===== config.mk =====
export PLATFORM = sky130hd
export DESIGN_NAME = stx_etx_frame_receiver_bcc_check_unit
export DESIGN_NICKNAME = d
export VERILOG_FILES = /design/src/hdl/sebc_pkg.sv /design/src/hdl/stx_etx_frame_receiver_bcc_check_unit.sv /design/src/hdl/sebc_frame_core.sv /design/src/hdl/sebc_out_buffer.sv
export SDC_FILE = /design/constraint.sdc
export NUM_CORES = 1
export LEC_CHECK = 0
export BUFFER_PORTS_ARGS = -buffer_cell sky130_fd_sc_hd__buf_4
export CORE_AREA = 3 3 86 104
export CTS_CLUSTER_SIZE = 8
export DETAILED_ROUTE_END_ITERATION = 10
export DIE_AREA = 0 0 89 107
export MAX_ROUTING_LAYER = met4
export PLACE_DENSITY_LB_ADDON = 0.15
export SLEW_MARGIN = 20
export SYNTH_ARGS = -nofsm -noshare
export SYNTH_HDL_FRONTEND = slang
export SYNTH_SLANG_ARGS = --single-unit

===== constraint.sdc =====
create_clock -name clk -period 2.6 [get_ports clk]
set_input_delay 0.13 -clock clk [delete_from_list [all_inputs] [get_ports clk]]
set_output_delay 0.13 -clock clk [all_outputs]
set_load 0.02 [all_outputs]

===== src/hdl/sebc_pkg.sv =====
// Shared types and constants for the STX/ETX frame receiver with block check.
package sebc_pkg;

    // Default frame buffer limit in bytes
    localparam int unsigned BUFFER_BYTES_DEFAULT = 64;

    // Field widths
    localparam int unsigned BYTE_W  = 8;
    localparam int unsigned CHECK_W = 7;
    localparam int unsigned LEN_W   = 7;

    // Block check keeps the low seven bits of the running XOR
    localparam logic [CHECK_W-1:0] CHECK_MASK = 7'h7f;

    // Configuration register indexes
    localparam int unsigned CFG_IDX_W = 1;
    localparam logic [CFG_IDX_W-1:0] CFG_START_CODE = 1'b0;
    localparam logic [CFG_IDX_W-1:0] CFG_END_CODE   = 1'b1;

    // Configuration reset values
    localparam logic [BYTE_W-1:0] START_CODE_RESET = 8'h02;
    localparam logic [BYTE_W-1:0] END_CODE_RESET   = 8'h03;

    // Receive phase, one-hot
    typedef enum logic [2:0] {
        PH_HUNT    = 3'b001,
        PH_PAYLOAD = 3'b010,
        PH_CHECK   = 3'b100
    } phase_t;

    // One result item
    typedef struct packed {
        logic               frame_done;
        logic               check_ok;
        logic [CHECK_W-1:0] computed_check;
        logic [BYTE_W-1:0]  received_check;
        logic [LEN_W-1:0]   frame_length;
        logic               overflow_abort;
    } sebc_result_t;

endpackage


===== src/hdl/stx_etx_frame_receiver_bcc_check_unit.sv =====
// Top level of the STX/ETX frame receiver with block check.
//
// Input channel: one received byte per item on rx_byte, handshake in_valid /
// in_stall. Output channel: one result item for every input item, handshake
// out_valid / out_stall, fields frame_done, check_ok, computed_check,
// received_check, frame_length and overflow_abort.
// Configuration: cfg_write with cfg_index 0 writes the start code, index 1
// the end code, from cfg_data; write only while no items are in flight.
// An item's result is computed combinationally and registered in the output
// register or skid stage. Throughput: one item per cycle while in_stall is
// low; the frame state (phase, byte count, running XOR) updates once per byte.
// Reset: frame state returns to hunting with count and XOR cleared, the
// start and end codes return to 0x02 and 0x03, and the output is empty.
// Stall: a held result stays in the output register; one more item is taken
// into a skid stage, after which in_stall rises until the output drains.
module stx_etx_frame_receiver_bcc_check_unit
    import sebc_pkg::*;
#(
    parameter int unsigned BUFFER_BYTES = BUFFER_BYTES_DEFAULT
)
(
    input  logic                 clk,
    input  logic                 rst_n,
    input  logic                 cfg_write,
    input  logic [CFG_IDX_W-1:0] cfg_index,
    input  logic [BYTE_W-1:0]    cfg_data,
    input  logic                 in_valid,
    output logic                 in_stall,
    input  logic [BYTE_W-1:0]    rx_byte,
    output logic                 out_valid,
    input  logic                 out_stall,
    output logic                 frame_done,
    output logic                 check_ok,
    output logic [CHECK_W-1:0]   computed_check,
    output logic [BYTE_W-1:0]    received_check,
    output logic [LEN_W-1:0]     frame_length,
    output logic                 overflow_abort
);

    logic [BYTE_W-1:0] start_code_reg;
    logic [BYTE_W-1:0] end_code_reg;
    logic              buf_full;
    logic              in_accept;
    sebc_result_t      core_result;
    sebc_result_t      out_data;

    // Configuration registers
    always_ff @(posedge clk or negedge rst_n)
    begin
        if (!rst_n)
        begin
            start_code_reg <= START_CODE_RESET;
            end_code_reg   <= END_CODE_RESET;
        end
        else if (cfg_write)
        begin
            unique case (cfg_index)
                CFG_START_CODE: start_code_reg <= cfg_data;
                CFG_END_CODE:   end_code_reg   <= cfg_data;
                default:        ;
            endcase
        end
    end

    // Take an item whenever the skid stage is free
    assign in_stall  = buf_full;
    assign in_accept = in_valid && !buf_full;

    sebc_frame_core #(
        .BUFFER_BYTES (BUFFER_BYTES)
    ) u_core (
        .clk        (clk),
        .rst_n      (rst_n),
        .advance    (in_accept),
        .rx_byte    (rx_byte),
        .start_code (start_code_reg),
        .end_code   (end_code_reg),
        .result     (core_result)
    );

    sebc_out_buffer u_out (
        .clk       (clk),
        .rst_n     (rst_n),
        .load      (in_accept),
        .load_data (core_result),
        .full      (buf_full),
        .out_valid (out_valid),
        .out_stall (out_stall),
        .out_data  (out_data)
    );

    // Unpack the result item onto the ports
    assign frame_done     = out_data.frame_done;
    assign check_ok       = out_data.check_ok;
    assign computed_check = out_data.computed_check;
    assign received_check = out_data.received_check;
    assign frame_length   = out_data.frame_length;
    assign overflow_abort = out_data.overflow_abort;

endmodule


===== src/hdl/sebc_frame_core.sv =====
// Frame tracking state and combinational result computation per received byte.
module sebc_frame_core
    import sebc_pkg::*;
#(
    parameter int unsigned BUFFER_BYTES = BUFFER_BYTES_DEFAULT
)
(
    input  logic              clk,
    input  logic              rst_n,
    input  logic              advance,
    input  logic [BYTE_W-1:0] rx_byte,
    input  logic [BYTE_W-1:0] start_code,
    input  logic [BYTE_W-1:0] end_code,
    output sebc_result_t      result
);

    // Count reaches BUFFER_BYTES at most (on the check byte)
    localparam int unsigned CNT_W = $clog2(BUFFER_BYTES + 1);
    localparam logic [CNT_W-1:0] CNT_LIMIT = CNT_W'(BUFFER_BYTES - 2);
    localparam logic [CNT_W-1:0] CNT_ONE   = CNT_W'(1);

    phase_t             phase_reg, phase_next;
    logic [CNT_W-1:0]   count_reg, count_next, count_step;
    logic [BYTE_W-1:0]  xor_reg, xor_next, xor_step;
    logic [LEN_W-1:0]   length_view;
    logic               done;
    logic               abort_flag;
    logic [BYTE_W-1:0]  rcv;

    // Frame state registers
    always_ff @(posedge clk or negedge rst_n)
    begin
        if (!rst_n)
        begin
            phase_reg <= PH_HUNT;
            count_reg <= '0;
            xor_reg   <= '0;
        end
        else if (advance)
        begin
            phase_reg <= phase_next;
            count_reg <= count_next;
            xor_reg   <= xor_next;
        end
    end

    // Walk the frame: hunt, payload, check byte
    always_comb
    begin
        phase_next = phase_reg;
        count_step = count_reg;
        xor_step   = xor_reg;
        done       = 1'b0;
        abort_flag = 1'b0;
        rcv        = '0;
        unique case (phase_reg)
            PH_HUNT:
            begin
                if (rx_byte == start_code)
                begin
                    count_step = CNT_ONE;
                    xor_step   = '0;
                    phase_next = PH_PAYLOAD;
                end
            end
            PH_PAYLOAD:
            begin
                if (count_reg > CNT_LIMIT)
                begin
                    abort_flag = 1'b1;
                end
                else if (rx_byte == start_code)
                begin
                    count_step = CNT_ONE;
                    xor_step   = '0;
                end
                else
                begin
                    if (rx_byte == end_code)
                    begin
                        phase_next = PH_CHECK;
                    end
                    count_step = count_reg + CNT_ONE;
                    xor_step   = xor_reg ^ rx_byte;
                end
            end
            PH_CHECK:
            begin
                count_step = count_reg + CNT_ONE;
                done       = 1'b1;
                rcv        = rx_byte;
            end
            default:
            begin
                phase_next = PH_HUNT;
                count_step = '0;
                xor_step   = '0;
            end
        endcase

        // Drop the frame after completion or abort
        if (done || abort_flag)
        begin
            phase_next = PH_HUNT;
            count_next = '0;
            xor_next   = '0;
        end
        else
        begin
            count_next = count_step;
            xor_next   = xor_step;
        end
    end

    // Show the low bits of the count
    generate
        if (CNT_W >= LEN_W)
        begin : g_len_cut
            assign length_view = count_step[LEN_W-1:0];
        end
        else
        begin : g_len_ext
            assign length_view = {{(LEN_W - CNT_W){1'b0}}, count_step};
        end
    endgenerate

    // Assemble the result item
    always_comb
    begin
        result.frame_done     = done;
        result.computed_check = xor_step[CHECK_W-1:0] & CHECK_MASK;
        result.received_check = rcv;
        result.check_ok       = done && (rcv == {1'b0, result.computed_check});
        result.frame_length   = length_view;
        result.overflow_abort = abort_flag;
    end

endmodule


===== src/hdl/sebc_out_buffer.sv =====
// Output register with a skid stage so input and output handshakes are decoupled.
module sebc_out_buffer
    import sebc_pkg::*;
(
    input  logic         clk,
    input  logic         rst_n,
    input  logic         load,
    input  sebc_result_t load_data,
    output logic         full,
    output logic         out_valid,
    input  logic         out_stall,
    output sebc_result_t out_data
);

    logic         out_valid_reg, out_valid_next;
    logic         skid_valid_reg, skid_valid_next;
    sebc_result_t out_data_reg, out_data_next;
    sebc_result_t skid_data_reg, skid_data_next;
    logic         out_free;

    assign out_free = !out_valid_reg || !out_stall;

    // Fill the output register first, park in the skid stage when it is held
    always_comb
    begin
        out_valid_next  = out_valid_reg;
        out_data_next   = out_data_reg;
        skid_valid_next = skid_valid_reg;
        skid_data_next  = skid_data_reg;
        if (out_free)
        begin
            if (skid_valid_reg)
            begin
                out_valid_next  = 1'b1;
                out_data_next   = skid_data_reg;
                skid_valid_next = 1'b0;
            end
            else
            begin
                out_valid_next = load;
                out_data_next  = load_data;
            end
        end
        else if (load)
        begin
            skid_valid_next = 1'b1;
            skid_data_next  = load_data;
        end
    end

    // Control flags
    always_ff @(posedge clk or negedge rst_n)
    begin
        if (!rst_n)
        begin
            out_valid_reg  <= 1'b0;
            skid_valid_reg <= 1'b0;
        end
        else
        begin
            out_valid_reg  <= out_valid_next;
            skid_valid_reg <= skid_valid_next;
        end
    end

    // Payload registers
    always_ff @(posedge clk)
    begin
        out_data_reg  <= out_data_next;
        skid_data_reg <= skid_data_next;
    end

    assign full      = skid_valid_reg;
    assign out_valid = out_valid_reg;
    assign out_data  = out_data_reg;

endmodule

==> impl_metrics.tcl <==
set metrics [dict create \
    grt_pass1_wl_um 14300 \
    synth_top_area_cell "edfxtp_1" \
    synth_top_family_by_area "compound AO/OA/AOI/OAI gates" \
    diodes 0 \
    hold_viol 0 \
    synthSimpleGateAreaFrac_pct 10.4 \
    slowest_stage "dfstp_2" \
    die_y_um 107 \
    pre_cts_ws_ns 0.00438 \
    route.antenna.remaining_nets 0 \
    finalCriticalPeriod_ns 2.45 \
    finalWorstSetupSlack_ns 0.153 \
    instances_no_fill 498 \
    min_to "u_out.out_valid$_DFFE_PN0N_" \
    dieArea_um2 9520 \
    holdPathStages 3 \
    first_pass_iters 4 \
    cap_violations 0 \
    dp_cells 471 \
    clock.fmax_mhz 409 \
    ys_ff_latch 85 \
    cp_max_fo 8 \
    placed_area_um2 4720 \
    intPower_w 0.00275 \
    regToRegSetupSlack_ns 0.15 \
    core_um2 8060 \
    drt-initial-drc-count 248 \
    worst_slew_pin_slew_ns 0.837 \
    wire_per_inst_um 16.9 \
    power_density_nw_per_um2 801 \
    yosys-mux-area-fraction_pct 9.93 \
    setup_viol 0 \
    netlist_instances 319 \
    peakVddDrop_v 0.000353 \
    fin_nets 422 \
    first_global_vias 2868 \
    finalCritPeriodShare_pct 94.1 \
    hold_class "input pin to register" \
    synth-async-reset-ratio_pct 41.2 \
    io_pins 49 \
    finalClockSkew_ns 0.00721 \
    clk_pin_slew_ns 0.08 \
    slowest_delay_ns 0.56 \
    yosysSeqAreaShare_pct 56.9 \
    ys_types 60 \
    synth_ff_type "edfxtp_1" \
    route.detailed.drc 0 \
    worstSetupPathType "register to register" \
    grt_overflow_total 0 \
    grt_util_all_layers_pct 20.4 \
    hp-start "in_valid" \
    synth_top_area_share_pct 35.9 \
    stdcell_area_um2 5010 \
    port_buffers 48 \
    synth_compound_area_share_pct 12.8 \
    reg2reg_to "u_out.out_data[6]$_DFFE_PN_" \
    layout-drive-gt1-share_pct 37.2 \
    clk_latency_ns 0.36 \
    nFillCells 641 \
    synth_xor_area_share_pct 5.68 \
    start_util_pct 51.9 \
    r2r_cells 8 \
    avgViaCountPerCell 5.70 \
    synth_most_common_cell "edfxtp_1" \
    worstPathCellList "xnor2_2, nand4_4, o211ai_1, nand2_1, buf_4, a21o_1, a22o_1, mux2_2" \
    numCtsBuffers 9 \
    synth_commonest_cells "50 x edfxtp_1, 36 x mux2_2, 31 x dfrtp_1" \
    die_w_um 89 \
    cp.buffers_inverters 1 \
    antenna_found_initial 0 \
    vias 2837 \
    tns_ns 0 \
    cp_top_family "compound AO/OA/AOI/OAI gates" \
    synth_area_leaders "edfxtp_1 36%, dfrtp_1 19%, mux2_2 9.7%" \
    grt_max_degree 36 \
    htreeDepth 3 \
    synthAdderAreaFrac_pct 0.598 \
    power_frac_clock_pct 21.9 \
    end_kind "register" \
    cts_tree "yes" \
    ys_warn_count 0 \
    clock-root-buffer "clkbuf_8" \
    combPwrFrac_pct 32.2 \
    slew_headroom_pct 43.8 \
    netlist_area_um2 4190 \
    avgSynthCellArea_um2 13.1 \
    crit_start "start_code_reg[1]$_DFFE_PN1P_" \
    slew_viol_final 0 \
    switching_power_w 0.00126 \
    area_growth_pct 19.8 \
    power_leakage_nw 2.12 \
    status "finished, final reports clean" \
    worstSetupStartpointType "register" \
    hpwl_um 5920 \
    syn_nets 343 \
    worst-endpoint-required_ns 2.71 \
    rows 36 \
    clock_path_buffers 2 \
    clock-sinks 85 \
    synth_edf_count 50 \
    r2r-start "start_code_reg[1]$_DFFE_PN1P_" \
    postLayoutCoreUtil_pct 62.2 \
    cp.arrival_ns 2.56 \
    wirelength_um 8430 \
    p_seq_share_pct 45.9 \
    switching_share_pct 31.5 \
    gp_congestion 0.930 \
]
## cell type report
| type | count | area [um^2] | area share (%) |
|---|---|---|---|
| inverters | 13 | 48.8 | 0.974 |
| clock buffers | 11 | 131 | 2.62 |
| repair buffers | 80 | 623 | 12.4 |
| multi-input cells | 209 | 1660 | 33.1 |
| clock inverters | 5 | 51.3 | 1.02 |
| well taps | 95 | 119 | 2.37 |
| flip-flops and latches | 85 | 2380 | 47.5 |
## routing by layer
layer  vias to the layer above  GRT usage (%)  routed length [um]
li1                       1358              -                   -
met1                      1376           26.8                3580
met2                        93           30.6                4200
met3                        10           5.30                 513
met4                         0           7.45                 136
met5                         -              -                   0
## placed cells by master (no fill, tap or decap), types with 5 or more instances in the layout
master	instances
a22o_1	17
o211ai_1	5
clkbuf_8	9
xnor2_2	7
buf_4	71
a21oi_1	7
dlygate4sd3_1	9
dfrtp_1	31
xnor2_1	9
inv_1	13
nor3_1	5
edfxtp_1	50
nor2_1	9
mux2_2	36
o21ai_0	20
nand2_1	27
## stage by stage
step	power (W)	hold WS, ns
6_report	0.00401	0.0266
3_5_place_dp	0.00314	0.132
3_3_place_gp	0.00312	0.121
5_1_grt	0.00425	0.0221
2_1_floorplan	0.00271	-0.166
4_1_cts	0.00404	0.00972
## power groups by stage
stage,Sequential [W],Combinational [W],Clock [W]
after detailed placement,0.00187,0.00127,0
after global placement,0.00186,0.00126,0
after CTS,0.00184,0.00129,0.000910
final,0.00184,0.00129,0.000879
after global routing,0.00187,0.00143,0.000955
after floorplan,0.00194,0.000770,0
## timing repair
item	CTS	global route
setup buffers	0	2
resized for setup	0	1
setup endpoints to repair	0	18
endpoints found under the hold margin	44	0
hold buffers	9	0
## cell families after synthesis
group | after synthesis
AO/OA/AOI/OAI | 74
AND/OR/NAND/NOR | 77
multiplexers | 37
XOR/XNOR | 19
flip-flops | 85
adder cells (fa/ha/maj) | 2
buffers and inverters | 25
## worst max path at each step
stage                                        end  slack (ns)  cells past startpoint
finish               u_out.out_data[6]$_DFFE_PN_        0.15                      8
global route        u_out.out_data[23]$_DFFE_PN_     -0.0007                      8
CTS                 u_out.out_data[23]$_DFFE_PN_       0.009                      8
detailed placement  u_out.out_data[23]$_DFFE_PN_       0.004                      8
global placement     u_out.out_data[5]$_DFFE_PN_        0.12                      8
floorplan           u_out.out_data[23]$_DFFE_PN_        0.32                      9
## worst reg2reg max path, cell delays in order (launching register included)
cell      delay (ns)
dfstp_2         0.56
xnor2_2         0.13
nand4_4         0.19
o211ai_1        0.34
nand2_1         0.14
buf_4           0.16
a21o_1          0.15
a22o_1          0.26
mux2_2          0.27
Note: power is estimated with default switching activity, not from simulation.
